[src/dqc_pkg.sv]
`timescale 1ns / 1ps

package dqc_pkg;

   typedef enum logic [2:0] {
      PH_HEADER      = 3'd0,
      PH_LABEL_START = 3'd1,
      PH_AFTER_LEN   = 3'd2,
      PH_LABEL_BODY  = 3'd3,
      PH_QUERY       = 3'd4,
      PH_CLASS_OK    = 3'd5,
      PH_CLASS_BAD   = 3'd6
   } phase_type;

   typedef enum logic [3:0] {
      ST_OK        = 4'd0,
      ST_SHORT     = 4'd1,
      ST_LONG      = 4'd2,
      ST_QR        = 4'd3,
      ST_OPCODE    = 4'd4,
      ST_QDCOUNT   = 4'd5,
      ST_NOEND     = 4'd6,
      ST_NAMELONG  = 4'd7,
      ST_LABELLONG = 4'd8,
      ST_OVERRUN   = 4'd9,
      ST_NOQUERY   = 4'd10,
      ST_CLASS     = 4'd11
   } status_type;

   typedef enum logic {
      KIND_CHAR    = 1'b0,
      KIND_VERDICT = 1'b1
   } kind_type;

   localparam logic [1:0] CSR_MIN_LEN = 2'd0;
   localparam logic [1:0] CSR_MAX_LEN = 2'd1;

   localparam logic [15:0] MIN_LEN_RESET = 16'd17;
   localparam logic [15:0] MAX_LEN_RESET = 16'd1472;

   localparam logic [7:0]  CHAR_DOT     = 8'h2E;
   localparam logic [15:0] CLASS_IN     = 16'd1;
   localparam logic [15:0] QDCOUNT_ONE  = 16'd1;
   localparam int          HEADER_BYTES = 12;
   localparam logic [8:0]  ENC_MAX      = 9'd511;

   typedef struct packed {
      kind_type   kind;
      logic [7:0] name_char;
      status_type status;
      logic [7:0] name_length;
      logic       last;
   } rsp_type;

   // up to two result words per input byte, first slot filled first
   typedef struct packed {
      logic    v0;
      logic    v1;
      rsp_type r0;
      rsp_type r1;
   } push_type;

endpackage

[src/dqc_parser.sv]
`timescale 1ns / 1ps

module dqc_parser #(
   parameter int NAME_MAX_BYTES  = 255,
   parameter int LABEL_MAX_BYTES = 63,
   parameter int LENGTH_BITS     = 16
) (
   input  logic              clock,
   input  logic              reset,
   input  logic              accept,
   input  logic [7:0]        data_byte,
   input  logic              expect_query,
   input  logic              last_byte,
   input  logic [15:0]       min_len,
   input  logic [15:0]       max_len,
   output dqc_pkg::push_type push
);

   localparam logic [LENGTH_BITS-1:0] POS_MAX = '1;

   logic [LENGTH_BITS-1:0] pos_ff, pos_in, step_pos;
   logic                   want_query_ff, want_query_in, step_want;
   dqc_pkg::phase_type     phase_ff, phase_in, step_phase;
   dqc_pkg::status_type    hdr_err_ff, hdr_err_in, step_hdr_err;
   logic [7:0]             cnt_hi_ff, cnt_hi_in, step_cnt_hi;
   logic [7:0]             lab_rem_ff, lab_rem_in, step_lab_rem;
   logic [8:0]             enc_len_ff, enc_len_in, step_enc_len;
   logic                   first_ff, first_in, step_first;
   dqc_pkg::status_type    lab_err_ff, lab_err_in, step_lab_err;
   logic [2:0]             qseen_ff, qseen_in, step_qseen;
   logic [7:0]             class_hi_ff, class_hi_in, step_class_hi;

   logic                   in_name;
   logic                   label_long;
   logic                   char_valid;
   logic [7:0]             char_val;
   dqc_pkg::status_type    verdict;
   logic [15:0]            pkt_len;
   dqc_pkg::rsp_type       char_rsp, verdict_rsp;

   assign in_name = (phase_ff == dqc_pkg::PH_LABEL_START) ||
                    (phase_ff == dqc_pkg::PH_AFTER_LEN) ||
                    (phase_ff == dqc_pkg::PH_LABEL_BODY);

   assign label_long = (phase_ff == dqc_pkg::PH_AFTER_LEN) &&
                       (lab_rem_ff > 8'(LABEL_MAX_BYTES)) &&
                       (lab_err_ff == dqc_pkg::ST_OK);

   // next state: one byte's step, then the per-packet clear on the last byte
   always_comb begin
      step_pos      = pos_ff;
      step_want     = want_query_ff;
      step_phase    = phase_ff;
      step_hdr_err  = hdr_err_ff;
      step_cnt_hi   = cnt_hi_ff;
      step_lab_rem  = lab_rem_ff;
      step_enc_len  = enc_len_ff;
      step_first    = first_ff;
      step_lab_err  = lab_err_ff;
      step_qseen    = qseen_ff;
      step_class_hi = class_hi_ff;

      if (pos_ff == '0) step_want = expect_query;

      case (phase_ff)
         dqc_pkg::PH_HEADER: begin
            if (pos_ff == LENGTH_BITS'(2)) begin
               if (data_byte[7] != !step_want) begin
                  step_hdr_err = dqc_pkg::ST_QR;
               end else if (data_byte[6:3] != 4'd0) begin
                  step_hdr_err = dqc_pkg::ST_OPCODE;
               end
            end else if (pos_ff == LENGTH_BITS'(4)) begin
               step_cnt_hi = data_byte;
            end else if (pos_ff == LENGTH_BITS'(5)) begin
               if (hdr_err_ff == dqc_pkg::ST_OK &&
                   {cnt_hi_ff, data_byte} != dqc_pkg::QDCOUNT_ONE) begin
                  step_hdr_err = dqc_pkg::ST_QDCOUNT;
               end
            end
            if (pos_ff == LENGTH_BITS'(dqc_pkg::HEADER_BYTES - 1)) begin
               step_phase = dqc_pkg::PH_LABEL_START;
            end
         end
         dqc_pkg::PH_LABEL_START, dqc_pkg::PH_AFTER_LEN,
         dqc_pkg::PH_LABEL_BODY: begin
            if (enc_len_ff != dqc_pkg::ENC_MAX) step_enc_len = enc_len_ff + 9'd1;
            if (data_byte == 8'd0) begin
               if (phase_ff != dqc_pkg::PH_LABEL_START &&
                   lab_err_ff == dqc_pkg::ST_OK) begin
                  step_lab_err = dqc_pkg::ST_OVERRUN;
               end
               step_phase = dqc_pkg::PH_QUERY;
            end else if (phase_ff == dqc_pkg::PH_LABEL_START) begin
               step_first   = 1'b0;
               step_lab_rem = data_byte;
               step_phase   = dqc_pkg::PH_AFTER_LEN;
            end else begin
               if (label_long) step_lab_err = dqc_pkg::ST_LABELLONG;
               step_lab_rem = lab_rem_ff - 8'd1;
               step_phase   = (step_lab_rem != 8'd0) ? dqc_pkg::PH_LABEL_BODY
                                                     : dqc_pkg::PH_LABEL_START;
            end
         end
         dqc_pkg::PH_QUERY: begin
            if (qseen_ff == 3'd2) step_class_hi = data_byte;
            if (qseen_ff == 3'd3) begin
               step_phase = ({class_hi_ff, data_byte} == dqc_pkg::CLASS_IN)
                            ? dqc_pkg::PH_CLASS_OK : dqc_pkg::PH_CLASS_BAD;
            end
            if (qseen_ff < 3'd4) step_qseen = qseen_ff + 3'd1;
         end
         default: begin
         end
      endcase

      if (pos_ff != POS_MAX) step_pos = pos_ff + LENGTH_BITS'(1);

      if (last_byte) begin
         pos_in        = '0;
         want_query_in = 1'b0;
         phase_in      = dqc_pkg::PH_HEADER;
         hdr_err_in    = dqc_pkg::ST_OK;
         cnt_hi_in     = 8'd0;
         lab_rem_in    = 8'd0;
         enc_len_in    = 9'd0;
         first_in      = 1'b1;
         lab_err_in    = dqc_pkg::ST_OK;
         qseen_in      = 3'd0;
         class_hi_in   = 8'd0;
      end else begin
         pos_in        = step_pos;
         want_query_in = step_want;
         phase_in      = step_phase;
         hdr_err_in    = step_hdr_err;
         cnt_hi_in     = step_cnt_hi;
         lab_rem_in    = step_lab_rem;
         enc_len_in    = step_enc_len;
         first_in      = step_first;
         lab_err_in    = step_lab_err;
         qseen_in      = step_qseen;
         class_hi_in   = step_class_hi;
      end
   end

   // outputs: name character and verdict for this byte
   always_comb begin
      char_valid = 1'b0;
      char_val   = data_byte;
      if (in_name) begin
         if (data_byte == 8'd0) begin
            char_valid = first_ff && (hdr_err_ff == dqc_pkg::ST_OK);
            char_val   = dqc_pkg::CHAR_DOT;
         end else if (phase_ff == dqc_pkg::PH_LABEL_START) begin
            char_valid = !first_ff && (hdr_err_ff == dqc_pkg::ST_OK) &&
                         (lab_err_ff == dqc_pkg::ST_OK);
            char_val   = dqc_pkg::CHAR_DOT;
         end else begin
            char_valid = (hdr_err_ff == dqc_pkg::ST_OK) &&
                         (lab_err_ff == dqc_pkg::ST_OK) && !label_long;
         end
      end

      pkt_len = 16'(step_pos);
      if (pkt_len < min_len) begin
         verdict = dqc_pkg::ST_SHORT;
      end else if (pkt_len > max_len) begin
         verdict = dqc_pkg::ST_LONG;
      end else if (pkt_len < 16'(dqc_pkg::HEADER_BYTES)) begin
         verdict = dqc_pkg::ST_SHORT;
      end else if (step_hdr_err != dqc_pkg::ST_OK) begin
         verdict = step_hdr_err;
      end else if (step_phase < dqc_pkg::PH_QUERY) begin
         verdict = dqc_pkg::ST_NOEND;
      end else if (step_enc_len > 9'(NAME_MAX_BYTES)) begin
         verdict = dqc_pkg::ST_NAMELONG;
      end else if (step_lab_err != dqc_pkg::ST_OK) begin
         verdict = step_lab_err;
      end else if (step_phase == dqc_pkg::PH_QUERY) begin
         verdict = dqc_pkg::ST_NOQUERY;
      end else if (step_phase == dqc_pkg::PH_CLASS_BAD) begin
         verdict = dqc_pkg::ST_CLASS;
      end else begin
         verdict = dqc_pkg::ST_OK;
      end

      char_rsp.kind        = dqc_pkg::KIND_CHAR;
      char_rsp.name_char   = char_val;
      char_rsp.status      = dqc_pkg::ST_OK;
      char_rsp.name_length = 8'd0;
      char_rsp.last        = 1'b0;

      verdict_rsp.kind        = dqc_pkg::KIND_VERDICT;
      verdict_rsp.name_char   = 8'd0;
      verdict_rsp.status      = verdict;
      verdict_rsp.name_length = (verdict == dqc_pkg::ST_OK) ? step_enc_len[7:0] : 8'd0;
      verdict_rsp.last        = 1'b1;

      push.r1 = verdict_rsp;
      if (char_valid) begin
         push.v0 = accept;
         push.v1 = accept && last_byte;
         push.r0 = char_rsp;
      end else begin
         push.v0 = accept && last_byte;
         push.v1 = 1'b0;
         push.r0 = verdict_rsp;
      end
   end

   always_ff @(posedge clock) begin
      if (reset) begin
         pos_ff        <= '0;
         want_query_ff <= 1'b0;
         phase_ff      <= dqc_pkg::PH_HEADER;
         hdr_err_ff    <= dqc_pkg::ST_OK;
         cnt_hi_ff     <= 8'd0;
         lab_rem_ff    <= 8'd0;
         enc_len_ff    <= 9'd0;
         first_ff      <= 1'b1;
         lab_err_ff    <= dqc_pkg::ST_OK;
         qseen_ff      <= 3'd0;
         class_hi_ff   <= 8'd0;
      end else if (accept) begin
         pos_ff        <= pos_in;
         want_query_ff <= want_query_in;
         phase_ff      <= phase_in;
         hdr_err_ff    <= hdr_err_in;
         cnt_hi_ff     <= cnt_hi_in;
         lab_rem_ff    <= lab_rem_in;
         enc_len_ff    <= enc_len_in;
         first_ff      <= first_in;
         lab_err_ff    <= lab_err_in;
         qseen_ff      <= qseen_in;
         class_hi_ff   <= class_hi_in;
      end
   end

endmodule

[src/dqc_out_fifo.sv]
`timescale 1ns / 1ps

module dqc_out_fifo (
   input  logic              clock,
   input  logic              reset,
   input  dqc_pkg::push_type push,
   input  logic              pop,
   output logic              room,
   output logic              not_empty,
   output dqc_pkg::rsp_type  head
);

   dqc_pkg::rsp_type mem [4];
   logic [1:0]       wr_ptr_ff, wr_ptr_in;
   logic [1:0]       rd_ptr_ff, rd_ptr_in;
   logic [2:0]       count_ff, count_in;

   // keep space for the two words one byte may produce
   assign room      = (count_ff <= 3'd2);
   assign not_empty = (count_ff != 3'd0);
   assign head      = mem[rd_ptr_ff];

   always_comb begin
      wr_ptr_in = wr_ptr_ff + 2'(push.v0) + 2'(push.v1);
      rd_ptr_in = rd_ptr_ff + 2'(pop);
      count_in  = count_ff + 3'(push.v0) + 3'(push.v1) - 3'(pop);
   end

   always_ff @(posedge clock) begin
      if (push.v0) mem[wr_ptr_ff] <= push.r0;
      if (push.v1) mem[wr_ptr_ff + 2'd1] <= push.r1;
   end

   always_ff @(posedge clock) begin
      if (reset) begin
         wr_ptr_ff <= 2'd0;
         rd_ptr_ff <= 2'd0;
         count_ff  <= 3'd0;
      end else begin
         wr_ptr_ff <= wr_ptr_in;
         rd_ptr_ff <= rd_ptr_in;
         count_ff  <= count_in;
      end
   end

endmodule

[src/dns_question_checker_core.sv]
`timescale 1ns / 1ps
// Throughput: one message byte per cycle while req_tready is high; a byte closing a
//   packet whose name character is also emitted yields two words, drained one per
//   cycle while rsp_tready is high by the four-entry output queue, which holds
//   req_tready low while it has fewer than two free.
// Reset: synchronous, active high; clears packet state and the queue, and sets
//   min_packet_len to 17 and max_packet_len to 1472.
module dns_question_checker_core #(
   parameter int NAME_MAX_BYTES  = 255,
   parameter int LABEL_MAX_BYTES = 63,
   parameter int LENGTH_BITS     = 16
) (
   input  logic        clock,
   input  logic        reset,
   input  logic        req_tvalid,
   output logic        req_tready,
   input  logic [7:0]  req_tdata,   // [7:0] data_byte
   input  logic        req_tuser,   // [0] expect_query
   input  logic        req_tlast,
   output logic        rsp_tvalid,
   input  logic        rsp_tready,
   output logic [23:0] rsp_tdata,   // [7:0] name_char, [11:8] status, [19:12] name_length
   output logic        rsp_tuser,   // [0] kind
   output logic        rsp_tlast,
   input  logic        csr_valid,
   output logic        csr_ready,
   input  logic [1:0]  csr_index,
   input  logic [15:0] csr_data
);

   logic              [15:0] min_len_ff, min_len_in;
   logic              [15:0] max_len_ff, max_len_in;
   logic                     req_accept;
   logic                     rsp_pop;
   logic                     room;
   dqc_pkg::push_type        push;
   dqc_pkg::rsp_type         head;

   assign csr_ready  = 1'b1;
   assign req_tready = room;
   assign req_accept = req_tvalid && req_tready;
   assign rsp_pop    = rsp_tvalid && rsp_tready;

   always_comb begin
      min_len_in = min_len_ff;
      max_len_in = max_len_ff;
      if (csr_valid) begin
         case (csr_index)
            dqc_pkg::CSR_MIN_LEN: min_len_in = csr_data;
            dqc_pkg::CSR_MAX_LEN: max_len_in = csr_data;
            default: begin
            end
         endcase
      end
   end

   always_ff @(posedge clock) begin
      if (reset) begin
         min_len_ff <= dqc_pkg::MIN_LEN_RESET;
         max_len_ff <= dqc_pkg::MAX_LEN_RESET;
      end else begin
         min_len_ff <= min_len_in;
         max_len_ff <= max_len_in;
      end
   end

   dqc_parser #(
      .NAME_MAX_BYTES  (NAME_MAX_BYTES),
      .LABEL_MAX_BYTES (LABEL_MAX_BYTES),
      .LENGTH_BITS     (LENGTH_BITS)
   ) u_parser (
      .clock        (clock),
      .reset        (reset),
      .accept       (req_accept),
      .data_byte    (req_tdata),
      .expect_query (req_tuser),
      .last_byte    (req_tlast),
      .min_len      (min_len_ff),
      .max_len      (max_len_ff),
      .push         (push)
   );

   dqc_out_fifo u_out_fifo (
      .clock     (clock),
      .reset     (reset),
      .push      (push),
      .pop       (rsp_pop),
      .room      (room),
      .not_empty (rsp_tvalid),
      .head      (head)
   );

   assign rsp_tdata = {4'd0, head.name_length, head.status, head.name_char};
   assign rsp_tuser = head.kind;
   assign rsp_tlast = head.last;

   a_reset_empty : assert property (@(posedge clock) (!reset && $past(reset)) |-> !rsp_tvalid)
      else $error("output queue not empty after reset");

   a_verdict_last : assert property (@(posedge clock) disable iff (reset)
      rsp_tvalid |-> (rsp_tlast == (head.kind == dqc_pkg::KIND_VERDICT)))
      else $error("packet end mark does not match verdict word");

   a_len_only_ok : assert property (@(posedge clock) disable iff (reset)
      (rsp_tvalid && head.status != dqc_pkg::ST_OK) |-> (head.name_length == 8'd0))
      else $error("name length reported with failing status");

   a_char_clean : assert property (@(posedge clock) disable iff (reset)
      (rsp_tvalid && head.kind == dqc_pkg::KIND_CHAR) |->
         (head.status == dqc_pkg::ST_OK && head.name_char != 8'd0))
      else $error("malformed name character word");

endmodule
[config.mk]
export PLATFORM = sky130hd
export DESIGN_NAME = dns_question_checker_core
export DESIGN_NICKNAME = d
export VERILOG_FILES = /design/src/dqc_pkg.sv /design/src/dqc_parser.sv /design/src/dqc_out_fifo.sv /design/src/dns_question_checker_core.sv
export SDC_FILE = /design/constraint.sdc
export NUM_CORES = 1
export LEC_CHECK = 0
export BUFFER_PORTS_ARGS = -buffer_cell sky130_fd_sc_hd__clkbuf_2
export CAP_MARGIN = 10
export CORE_ASPECT_RATIO = 1.4
export CORE_UTILIZATION = 50
export DETAILED_ROUTE_END_ITERATION = 10
export GPL_ROUTABILITY_DRIVEN = 0
export HOLD_SLACK_MARGIN = 0.05
export PLACE_DENSITY = 0.72
export SYNTH_ARGS = -nofsm -noshare
export SYNTH_HDL_FRONTEND = slang
export SYNTH_SLANG_ARGS = --single-unit
export TNS_END_PERCENT = 20
[constraint.sdc]
create_clock -name clock -period 10.7 [get_ports clock]
set_input_delay 1.07 -clock clock [delete_from_list [all_inputs] [get_ports clock]]
set_output_delay 1.07 -clock clock [all_outputs]
set_load 0.01 [all_outputs]
==> reports/qor.txt, run 1 <==
Run status -> completed
Capture instance of the worst register-to-register path -> u_out_fifo.mem[0][3]
Final Max Tran Viols -> 0
Hold violation count in the final report -> 0
Number of search-and-repair iterations in the first detailed-routing pass -> 6
CTS tree -> done
Leak Pwr -> 4.28 nW
Endpoint of the worst setup timing path -> u_out_fifo.count_ff[1]
Area occupied by multi-input gates -> 5300 um^2
CTS-repair resized insts -> 0
Clk slew on worst S/H paths -> 0.08 ns
Number of buffers created by CTS -> 17
Detailed-route vias per instance -> 6.02
Worst slew margin relative to its limit -> 0.276
Reg area -> 4240 um^2
Post-synthesis instance area -> 10,100 um^2
TNS Setup -> 0 ns
Initial antenna violation count -> 0
Count of routing violations after the opening detailed-route iteration -> 746
Number of synthesized register bits -> 188
Global-route usage over all layers -> 0.242
First-pass GRT wire length -> 39,600 um
Main area contributors after synthesis -> dfxtp_1 (28%), edfxtp_1 (14%), a21oi_1 (5.5%)
Starting density of the core -> 0.509
Arr. time, crit path -> 5.03 ns
Source of the worst register-to-register timing path -> u_parser.pos_ff[0]
Gate count after technology mapping -> 1,118
Kind of start point of the critical path -> input port
Total length of routed wires -> 24,300 um
Area added between synthesis and finish -> 10.1%
Worst-case vdd ir drop -> 0.111 mV
DP HPWL -> 16,800 um
Number of top-level pins -> 62
Worst Path Max Fanout -> 19
Tot Pwr -> 0.00199 W
Horizontal die dimension -> 122 um
Worst Path Required -> 11.00 ns
Share of cells above drive strength 1 -> 0.126
Overall die height -> 170 um
Class of the most critical hold timing path -> flip-flop to flip-flop
Source of the critical timing path -> req_tdata[3]
Number of synthesized flops with an enable pin -> 48
Clock insertion delay at the later pin of the skew report -> 0.44 ns
Internal reg-to-reg setup slack -> 6.13 ns
Worst Skew -> 0.0135 ns
Die area -> 20,700 um^2
Period Utilization, post-route -> 0.443
Total number of vias -> 8,426
Leading cell type by number of instances after synthesis -> dfxtp_1
Setup repair after global routing missed its margin -> false
Layout net count -> 1,214
Core Footprint -> 19,800 um^2
Yosys warning total -> 0
Critical Path End Type -> flip-flop
Number of clock sinks seen by CTS -> 188
GRT overflow -> 0
Share of async-settable or async-resettable flops after synthesis -> 0
Post-synth top cells -> dfxtp_1 (140), nand2_1 (126), a21oi_1 (110)
Final critical path time including I/O delays and setup -> 4.74 ns
Synth top area share -> 0.279
Fill cell instance count of the final layout -> 1,752
Mean Syn Cell Area -> 9.00 um^2
DRC viols -> 0
Clock tree root driver cell -> clkbuf_16
Antenna cells -> 0
Maximum clock path buffer count -> 2
Average routed wire per standard cell -> 17.4 um
Number of port buffers -> 56
Leading register cell type out of synthesis -> dfxtp_1
Netlist cell types -> 73
R2R cell count -> 13
Setup violation total in the final timing report -> 0
Postcts setup bufs -> 0
Areal power density over the cells -> 180 nW/um^2
Max-cap violation count -> 0
Number of global-route vias before repair -> 8,034
Antenna-violating nets left -> 0
Maximum number of pins on one net before global-route repair -> 99
Maximum clock rate -> 211 MHz
Start-to-end type of the worst setup path -> input port to flip-flop
Transition at the pin with the smallest max-transition slack -> 1.08 ns
Cts-stage hold buffer count -> 0
Largest area contributor in the synthesized netlist -> dfxtp_1
Standard-cell rows -> 61
# H-tree levels -> 4
Portion of the post-synthesis area used by sequential elements -> 0.422
routing by layer:
layer  share of wire  track usage  vias up
met1            0.41        0.290     4020
met2            0.52        0.433      261
li1                -            -     4095
met5               0            0        -
met4           0.024       0.0913        0
met3           0.042       0.0342       50
where the power goes:
part | internal [W] | switching [W] | leakage [nW]
Sequential | 0.000797 | 0.0000444 | 1.63
Clock | 0.000349 | 0.000308 | 0.302
Combinational | 0.000199 | 0.000294 | 2.35
cell type report:
cell class | count | area share
repair buffers | 67 | 0.0328
clock buffers | 18 | 0.0407
flip-flops and latches | 188 | 0.383
multi-input cells | 798 | 0.479
well taps | 252 | 0.0285
inverters | 62 | 0.0210
clock inverters | 14 | 0.0154
flip-flops by register name (all words and copies together) (netlist names):
signal and count:
max_len_ff 16, min_len_ff 16, u_out_fifo.count_ff 3, u_out_fifo.mem 84
u_out_fifo.rd_ptr_ff 2, u_out_fifo.wr_ptr_ff 2, u_parser.class_hi_ff 8, u_parser.cnt_hi_ff 8
u_parser.enc_len_ff 9, u_parser.first_ff 1, u_parser.hdr_err_ff 4, u_parser.lab_err_ff 4
u_parser.lab_rem_ff 8, u_parser.phase_ff 3, u_parser.pos_ff 16, u_parser.qseen_ff 3
u_parser.want_query_ff 1
critical path, cell delays in order:
cell and delay [ns]:
clkbuf_2 0.13, nor4_2 0.60, and2_0 0.36, nand2_1 0.09
a21boi_1 0.65, and2_1 0.66, inv_1 0.17, ha_1 0.33
fa_1 0.36, inv_1 0.07, fa_1 0.39, nor2b_1 0.13
logic make-up (layout without fill, tap and decap cells):
family / after synthesis / count (layout) / share of synthesized area
simple gates: 422 / 422 / 0.208
compound gates: 263 / 263 / 0.169
fa+ha+maj: 47 / 47 / 0.0607
xor+xnor: 14 / 14 / 0.0122
buf+inv: 135 / 161 / 0.0537
flops: 188 / 188 / 0.422
mux: 47 / 47 / 0.0735
other cells: 2 / 5 / 0.000747
cell usage in the layout (no fill, tap or decap), drive strengths merged, types with 13 or more instances in the layout:
cell type,count
dfxtp,140
nand2,126
a21oi,110
nor2,100
clkbuf,73
inv,69
nor4,49
edfxtp,48
ha,44
nor3,31
o21ai,31
nand3,28
a22oi,25
mux2i,21
mux4,21
a22o,17
nand4,13
stage by stage:
| stage | instances | area [um^2] | setup slack, ns | util | hold slack, ns |
|---|---|---|---|---|---|
| after CTS | 1399 | 11100 | 5.98 | 0.560 | 0.447 |
| after global placement | 1367 | 10500 | 5.60 | 0.529 | 0.430 |
| after detailed placement | 1367 | 10500 | 5.50 | 0.529 | 0.435 |
| after floorplan | 1121 | 10100 | 6.45 | - | 0.418 |
| final | 1399 | 11100 | 5.96 | 0.560 | 0.446 |
| after global routing | 1399 | 11100 | 5.61 | 0.560 | 0.466 |
how the worst min path moves through the flow:
stage	slack (ns)	cells after the start	from	to
after CTS	0.45	2	u_out_fifo.mem[1][0]	u_out_fifo.mem[1][0]
final	0.45	2	u_out_fifo.mem[2][0]	u_out_fifo.mem[2][0]
after detailed placement	0.44	2	u_out_fifo.mem[1][0]	u_out_fifo.mem[1][0]
after floorplan	0.42	2	u_out_fifo.mem[2][0]	u_out_fifo.mem[2][0]
after global routing	0.47	2	u_out_fifo.mem[1][0]	u_out_fifo.mem[1][0]
after global placement	0.43	2	u_out_fifo.mem[2][0]	u_out_fifo.mem[2][0]
Note: power is estimated with default switching activity, not from simulation.
==> run 2, diff against run 1 <==
- ABC_AREA: unset -> 1
- PLACE_DENSITY: 0.72 -> 0.74
- clock period: 10.7 -> 4.2 ns (I/O delays scaled with it)
==> run 2 against run 1 <==
  * Synthesized cell count is 22% higher
  * Sequential power grew to 2.6 times the previous value
  * Via count is 7.5% higher
  * Die area is 1.6% higher
  * Sequential share of layout area is 0.78 points lower
  * Clock power is 140% higher
  * Total power grew to 2.6 times the previous value
  * Clock skew is 0.00081 ns higher
  * Register-to-register slack worse by 5.6 ns
  * Global-route usage is 0.12 points lower
==> reports/qor.txt, run 2 <==
Worst stage delay on the critical path -> 0.38 ns (was 0.66 ns)
Number of search-and-repair iterations in the first detailed-routing pass -> 5 (was 6)
Postcts setup bufs -> 0 (unchanged)
Standard-cell rows -> 61 (unchanged)
Share of cells above drive strength 1 -> 0.116 (was 0.126)
Tot Pwr -> 0.00509 W (was 0.00199 W)
Top reg by flops -> u_out_fifo.mem (unchanged)
Areal power density over the cells -> 450 nW/um^2 (was 180 nW/um^2)
Antenna cells -> 0 (unchanged)
Number of synthesized flops with an enable pin -> 48 (unchanged)
Start-to-end type of the worst setup path -> flip-flop to flip-flop (was input port to flip-flop)
Slowest cell on the critical path -> dfxtp_1 (was and2_1)
CTS-repair resized insts -> 0 (unchanged)
Global-route usage over all layers -> 0.241 (was 0.242)
Leak Pwr -> 4.75 nW (was 4.28 nW)
Worst Path Required -> 4.49 ns (was 11.00 ns)
Worst-case vdd ir drop -> 0.288 mV (was 0.111 mV)
Setup violation total in the final timing report -> 0 (unchanged)
Setup repair after global routing missed its margin -> false (unchanged)
Mean Syn Cell Area -> 7.49 um^2 (was 9.00 um^2)
Largest area contributor in the synthesized netlist -> dfxtp_1 (unchanged)
Post-synthesis instance area -> 10,200 um^2 (was 10,100 um^2)
Run status -> completed (unchanged)
Detailed-route vias per instance -> 5.41 (was 6.02)
Final Max Tran Viols -> 0 (unchanged)
Overall die height -> 171 um (was 170 um)
Number of global-route vias before repair -> 8,490 (was 8,034)
Number of port buffers -> 56 (unchanged)
Number of synthesized register bits -> 188 (unchanged)
Gate count after technology mapping -> 1,365 (was 1,118)
DP HPWL -> 17,400 um (was 16,800 um)
Met2 routing resource usage after global routing -> 0.447 (was 0.433)
Main area contributors after synthesis -> dfxtp_1 (27%), edfxtp_1 (14%), nand2_1 (9.4%) (was dfxtp_1 (28%), edfxtp_1 (14%), a21oi_1 (5.5%))
Max-cap violation count -> 0 (unchanged)
Worst Skew -> 0.0144 ns (was 0.0135 ns)
Antenna-violating nets left -> 0 (unchanged)
Top cell family by delay on the critical path -> simple AND/OR/NAND/NOR gates (unchanged)
Hold violation count in the final report -> 0 (unchanged)
Number of top-level pins -> 62 (unchanged)
Highest-count cells in the layout ignoring fill and taps -> nand2_1 (255), nor2_1 (241), dfxtp_1 (140) (was dfxtp_1 (140), nand2_1 (126), a21oi_1 (110))
Crit path buffers/inverters -> 3 (unchanged)
Leading cell type by number of instances after synthesis -> nand2_1 (was dfxtp_1)
Final non-filler cell area -> 11,300 um^2 (was 11,100 um^2)
Starting density of the core -> 0.513 (was 0.509)
Worst slew margin relative to its limit -> 0.431 (was 0.276)
CP cell instances -> ha_1, nand3_2, inv_2, nand2_2, nor2_4, inv_2, nand2_1, ha_1, nand2_1, o21ai_0, nand2_1, o211ai_1, nand2_1, nand2_1, nand2_1, nand2_1, inv_2, nand3_1, nand3_2, nor2_8, nand3_4, nor2_1 (was clkbuf_2, nor4_2, and2_0, nand2_1, a21boi_1, and2_1, inv_1, ha_1, fa_1, inv_1, fa_1, nor2b_1)
CTS tree -> done (unchanged)
Critical Path End Type -> flip-flop (unchanged)
Final critical path time including I/O delays and setup -> 3.64 ns
First-pass GRT wire length -> 40,000 um (was 39,600 um)
Met3 global-route usage -> 0.0357 (was 0.0342)
Yosys warning total -> 0 (unchanged)
Clock tree root driver cell -> clkbuf_16 (unchanged)
Share of async-settable or async-resettable flops after synthesis -> 0 (unchanged)
Die area -> 21,000 um^2 (was 20,700 um^2)
Fill cell instance count of the final layout -> 1,837 (was 1,752)
Post-synth top cells -> nand2_1 (255), nor2_1 (242), dfxtp_1 (140) (was dfxtp_1 (140), nand2_1 (126), a21oi_1 (110))
Number of clock sinks seen by CTS -> 188 (unchanged)
Most common cell after layout, fill and taps aside -> nand2_1 (was dfxtp_1)
TNS Setup -> 0 ns (unchanged)
Portion of the post-synthesis area used by sequential elements -> 0.415 (was 0.422)
Initial antenna violation count -> 0 (unchanged)
Clk slew on worst S/H paths -> 0.08 ns (about the same)
Peak-usage layer in the global routing report -> met2 (unchanged)
Average routed wire per standard cell -> 14.4 um (was 17.4 um)
Count of routing violations after the opening detailed-route iteration -> 750 (was 746)
Crit path top cell by count -> nand2_1
Maximum number of pins on one net before global-route repair -> 61 (was 99)
Kind of start point of the critical path -> flip-flop (was input port)
Class of the most critical hold timing path -> input port to flip-flop (was flip-flop to flip-flop)
Period Utilization, post-route -> 0.866
Worst Path Max Fanout -> 20 (was 19)
Flip-flop count of the largest register after layout -> 84 (unchanged)
Leading register cell type out of synthesis -> dfxtp_1 (unchanged)
Transition at the pin with the smallest max-transition slack -> 0.846 ns (was 1.08 ns)
Total length of routed wires -> 24,100 um (was 24,300 um)
Core Footprint -> 19,900 um^2 (was 19,800 um^2)
Area added between synthesis and finish -> 10.7% (was 10.1%)
Final-layout worst hold slack -> 0.205 ns (was 0.446 ns)
# H-tree levels -> 4 (unchanged)
Post-DP Area -> 10,700 um^2 (was 10,500 um^2)
Number of buffers created by CTS -> 17 (unchanged)
Horizontal die dimension -> 123 um (was 122 um)
Arr. time, crit path -> 3.93 ns (was 5.03 ns)
Maximum clock path buffer count -> 2 (unchanged)
Reg area -> 4240 um^2 (unchanged)
Met1 track utilization from global routing -> 0.272 (was 0.290)
Maximum clock rate -> 275 MHz
GRT overflow -> 0 (unchanged)
Netlist cell types -> 47 (was 73)
Total number of vias -> 9,057 (was 8,426)
Synth top area share -> 0.274 (was 0.279)
Clock insertion delay at the later pin of the skew report -> 0.44 ns (about the same)
Cts-stage hold buffer count -> 0 (unchanged)
Area occupied by multi-input gates -> 5220 um^2 (was 5300 um^2)
Layout net count -> 1,489 (was 1,214)
DRC viols -> 0 (unchanged)
==> run 2: cell count changes after synthesis, moves of 31 or more <==
cell,change
nand2_1,+129
inv_1,+59
o22ai_1,+31
nand3_1,+31
nor2_1,+142
o21ai_0,+57
nor4_1,-45
==> run 2: through the flow <==
stage,util,std cells,worst slack (ns)
finish,0.568,1674,0.563
global route,0.568,1674,0.167
CTS,0.568,1674,0.512
detailed placement,0.539,1642,0.566
global placement,0.539,1642,0.689
floorplan,-,1368,0.879
==> run 2: layer usage <==
layer  share of wire  routed length [um]
met5               0                   0
met4           0.023                 564
met3           0.031                 757
met2            0.53               12700
met1            0.42               10100
==> run 2: power breakdown <==
group / internal (W) / leakage [nW] / switching (W)
logic: 0.000498 / 2.84 / 0.000844
clock network: 0.000790 / 0.273 / 0.000767
registers: 0.00207 / 1.65 / 0.000122
total: 0.00336 / 4.75 / 0.00173
==> run 2: path summary, 6_finish.rpt <==
path,slack [ns],to,depth (start not counted),from
min reg2reg,0.45,u_out_fifo.mem[2][0],2,u_out_fifo.mem[2][0]
max reg2reg,0.56,u_out_fifo.mem[3][5],22,u_parser.pos_ff[0]
max,0.56,u_out_fifo.mem[3][5],22,u_parser.pos_ff[0]
min,0.21,min_len_ff[4],3,csr_data[4]
==> run 2: worst register-to-register path, delay by kind of cell (launching register included) <==
family	cells	cell delay (ns)
simple gates	15	1.85
compound gates	2	0.32
flops	1	0.38
fa+ha+maj	2	0.61
buf+inv	3	0.33
==> run 2: logic make-up (layout without fill, tap and decap cells) <==
family / Yosys count / after routing / share of synthesized area
xor+xnor: 22 / 22 / 0.0189
fa+ha+maj: 47 / 47 / 0.0598
compound gates: 288 / 288 / 0.160
buf+inv: 191 / 245 / 0.0748
simple gates: 626 / 626 / 0.269
mux: 1 / 1 / 0.00110
other cells: 2 / 5 / 0.000735
flops: 188 / 188 / 0.415
==> run 2: cell type report <==
cell class,count,share of cell area
clock buffer,17,0.0376
clock inverter,15,0.0131
multi-input combinational,989,0.462
tap,252,0.0279
timing repair buffer,78,0.0394
sequential,188,0.375
inverter,135,0.0448
==> run 3, diff against run 2 <==
- ABC_AREA: 1 -> unset
==> run 3 against run 2 <==
  * Fmax fell by 7.8%
  * Setup slack got worse by 0.31 ns
  * Final cell count fell by 15%
  * Largest power group unchanged
  * Routed wire length rose by 0.69%
  * Via count fell by 6.3%
  * Die area fell by 1.5%
  * Highest routed layer unchanged
  * Critical path depth fell by 8
  * Sequential share of layout area rose by 0.44 points
  * Clock power barely moved
  * Combinational power fell by 4%
  * Worst hold slack got worse by 0.012 ns
  * Sequential power fell by 2%
==> reports/qor.txt, run 3 (synthesized netlist as in run 1, its figures left out) <==
TNS Setup -> 0 ns (unchanged)
Horizontal die dimension -> 122 um (was 123 um)
Final Max Tran Viols -> 0 (unchanged)
Tot Pwr -> 0.00498 W (was 0.00509 W)
Capture instance of the worst register-to-register path -> u_out_fifo.mem[1][8] (was u_out_fifo.mem[3][5])
Class of the most critical hold timing path -> input port to flip-flop (unchanged)
Final critical path time including I/O delays and setup -> 3.94 ns (was 3.64 ns)
Standard-cell rows -> 61 (unchanged)
Worst-case vdd ir drop -> 0.325 mV (was 0.288 mV)
Top cell family by delay on the critical path -> compound AO/OA/AOI/OAI gates (was simple AND/OR/NAND/NOR gates)
Global-route usage over all layers -> 0.240 (was 0.241)
Switching Share -> 0.323 (was 0.340)
Internal power of the cells -> 0.00337 W (was 0.00336 W)
Total number of vias -> 8,482 (was 9,057)
Number of clock sinks seen by CTS -> 188 (unchanged)
Fill cell instance count of the final layout -> 1,781 (was 1,837)
Clock insertion delay at the later pin of the skew report -> 0.45 ns (was 0.44 ns)
Total length of routed wires -> 24,200 um (was 24,100 um)
Clk slew on worst S/H paths -> 0.07 ns (was 0.08 ns)
Hold violation count in the final report -> 0 (unchanged)
Logic pwr share -> 0.256 (was 0.263)
Post-route insts no fill -> 1,416 (was 1,674)
DRC viols -> 0 (unchanged)
Count of routing violations after the opening detailed-route iteration -> 645 (was 750)
Number of port buffers -> 56 (unchanged)
Share of cells above drive strength 1 -> 0.141 (was 0.116)
Worst Path Max Fanout -> 40 (was 20)
Slowest cell on the critical path -> dfxtp_1 (unchanged)
# H-tree levels -> 4 (unchanged)
Kind of start point of the critical path -> flip-flop (unchanged)
CTS tree -> done (unchanged)
Maximum clock path buffer count -> 2 (unchanged)
Setup violation total in the final timing report -> 0 (unchanged)
Antenna cells -> 0 (unchanged)
Maximum number of pins on one net before global-route repair -> 44 (was 61)
Average routed wire per standard cell -> 17.1 um (was 14.4 um)
Core Footprint -> 19,800 um^2 (was 19,900 um^2)
Initial antenna violation count -> 0 (unchanged)
Worst Path Required -> 4.36 ns (was 4.49 ns)
Period Utilization, post-route -> 0.939 (was 0.866)
Number of top-level pins -> 62 (unchanged)
Antenna-violating nets left -> 0 (unchanged)
Areal power density over the cells -> 446 nW/um^2 (was 450 nW/um^2)
Source of the worst register-to-register timing path -> u_parser.pos_ff[1] (was u_parser.pos_ff[0])
Leak Pwr -> 4.34 nW (was 4.75 nW)
Transition at the pin with the smallest max-transition slack -> 1.12 ns (was 0.846 ns)
Crit path top cell by count -> a21o_1 (was nand2_1)
Overall die height -> 170 um (was 171 um)
Starting density of the core -> 0.509 (was 0.513)
Number of placed cells counting well taps -> 1,384 (was 1,642)
Highest-count cells in the layout ignoring fill and taps -> dfxtp_1 (140), nand2_1 (126), a21oi_1 (110) (was nand2_1 (255), nor2_1 (241), dfxtp_1 (140))
Area added between synthesis and finish -> 11.1% (was 10.7%)
Most common cell after layout, fill and taps aside -> dfxtp_1 (was nand2_1)
Run status -> completed (unchanged)
R2R cell count -> 14 (was 22)
Clock tree root driver cell -> clkbuf_16 (unchanged)
Worst stage delay on the critical path -> 0.47 ns (was 0.38 ns)
Setup repair after global routing missed its margin -> false (unchanged)
Hold worst-path end -> max_len_ff[6] (was min_len_ff[4])
Start-to-end type of the worst setup path -> flip-flop to flip-flop (unchanged)
Flip-flop count of the largest register after layout -> 84 (unchanged)
Worst Skew -> 0.0143 ns (was 0.0144 ns)
DP HPWL -> 17,000 um (was 17,400 um)
Number of search-and-repair iterations in the first detailed-routing pass -> 7 (was 5)
Worst slew margin relative to its limit -> 0.253 (was 0.431)
Cts-stage hold buffer count -> 0 (unchanged)
Fraction of the core area covered by cells at the end of the flow -> 0.565 (was 0.568)
Top reg by flops -> u_out_fifo.mem (unchanged)
Arr. time, crit path -> 4.11 ns (was 3.93 ns)
Critical Path End Type -> flip-flop (unchanged)
Layout net count -> 1,231 (was 1,489)
Worst min-delay path startpoint -> csr_data[6] (was csr_data[4])
Switching pwr -> 0.00161 W (was 0.00173 W)
Number of global-route vias before repair -> 7,918 (was 8,490)
Number of buffers created by CTS -> 17 (unchanged)
Clock share of power -> 0.315 (was 0.306)
GRT overflow -> 0 (unchanged)
Die area -> 20,700 um^2 (was 21,000 um^2)
Detailed-route vias per instance -> 5.99 (was 5.41)
Max-cap violation count -> 0 (unchanged)
CP cell instances -> ha_1, nand4_1, nor3_1, buf_4, o31a_1, ha_1, a21o_1, a21o_1, a2111oi_0, o21ai_0, a21o_1, o211ai_2, buf_12, nor4_1 (was ha_1, nand3_2, inv_2, nand2_2, nor2_4, inv_2, nand2_1, ha_1, nand2_1, o21ai_0, nand2_1, o211ai_1, nand2_1, nand2_1, nand2_1, nand2_1, inv_2, nand3_1, nand3_2, nor2_8, nand3_4, nor2_1)
Crit path buffers/inverters -> 2 (was 3)
Sequential power share -> 0.429 (was 0.431)
Maximum clock rate -> 254 MHz (was 275 MHz)
Internal reg-to-reg setup slack -> 0.26 ns (was 0.56 ns)
WHS Path Cells -> 2 (was 3)
First-pass GRT wire length -> 39,000 um (was 40,000 um)
-- run 3: final cells by class --
class / instances / area, um^2 / share of cell area
repair buffers: 84 / 503 / 0.0450
well taps: 252 / 315 / 0.0282
inverters: 62 / 233 / 0.0208
clock buffers: 18 / 450 / 0.0403
clock inverters: 14 / 120 / 0.0107
multi-input cells: 798 / 5310 / 0.475
flip-flops and latches: 188 / 4240 / 0.380
-- run 3: per-stage QoR --
step / hold slack [ns] / setup WS [ns] / instance area (um^2)
6_report: 0.193 / 0.255 / 11200
5_1_grt: 0.180 / 0.0538 / 11200
4_1_cts: 0.184 / 0.188 / 11200
3_5_place_dp: 0.443 / 0.203 / 10600
3_3_place_gp: 0.428 / 0.284 / 10600
2_1_floorplan: 0.418 / 0.605 / 10100
-- run 3: power by group through the flow --
stage          clock network (W)  logic (W)  registers (W)
2_1_floorplan                  0   0.000931        0.00213
3_3_place_gp                   0    0.00125        0.00217
3_5_place_dp                   0    0.00128        0.00218
4_1_cts                  0.00159    0.00128        0.00214
5_1_grt                  0.00166    0.00140        0.00216
6_report                 0.00157    0.00128        0.00214
-- run 3: routing by layer --
metal / vias to the layer above / global-route usage / wire length [um] / part of all wire
li1: 4133 / - / - / -
met1: 4057 / 0.278 / 10000 / 0.41
met2: 241 / 0.426 / 12600 / 0.52
met3: 51 / 0.0456 / 1040 / 0.043
met4: 0 / 0.0998 / 583 / 0.024
met5: - / 0 / 0 / 0
-- run 3: worst max-delay path by stage --
stage	slack (ns)	cells past startpoint	end	start
after floorplan	0.60	15	u_out_fifo.count_ff[1]	req_tdata[7]
after global placement	0.28	12	u_out_fifo.mem[1][1]	u_parser.pos_ff[4]
after detailed placement	0.20	14	u_out_fifo.mem[1][8]	u_parser.pos_ff[1]
after CTS	0.19	14	u_out_fifo.mem[1][8]	u_parser.pos_ff[1]
after global routing	0.05	14	u_out_fifo.mem[3][4]	u_parser.pos_ff[1]
final	0.26	14	u_out_fifo.mem[1][8]	u_parser.pos_ff[1]
-- run 3: timing repair --
action,4_1_cts,5_1_grt
buffers inserted,0,0
resized for setup,0,6
hold endpoints to repair,0,0
endpoints found under the setup margin,0,44
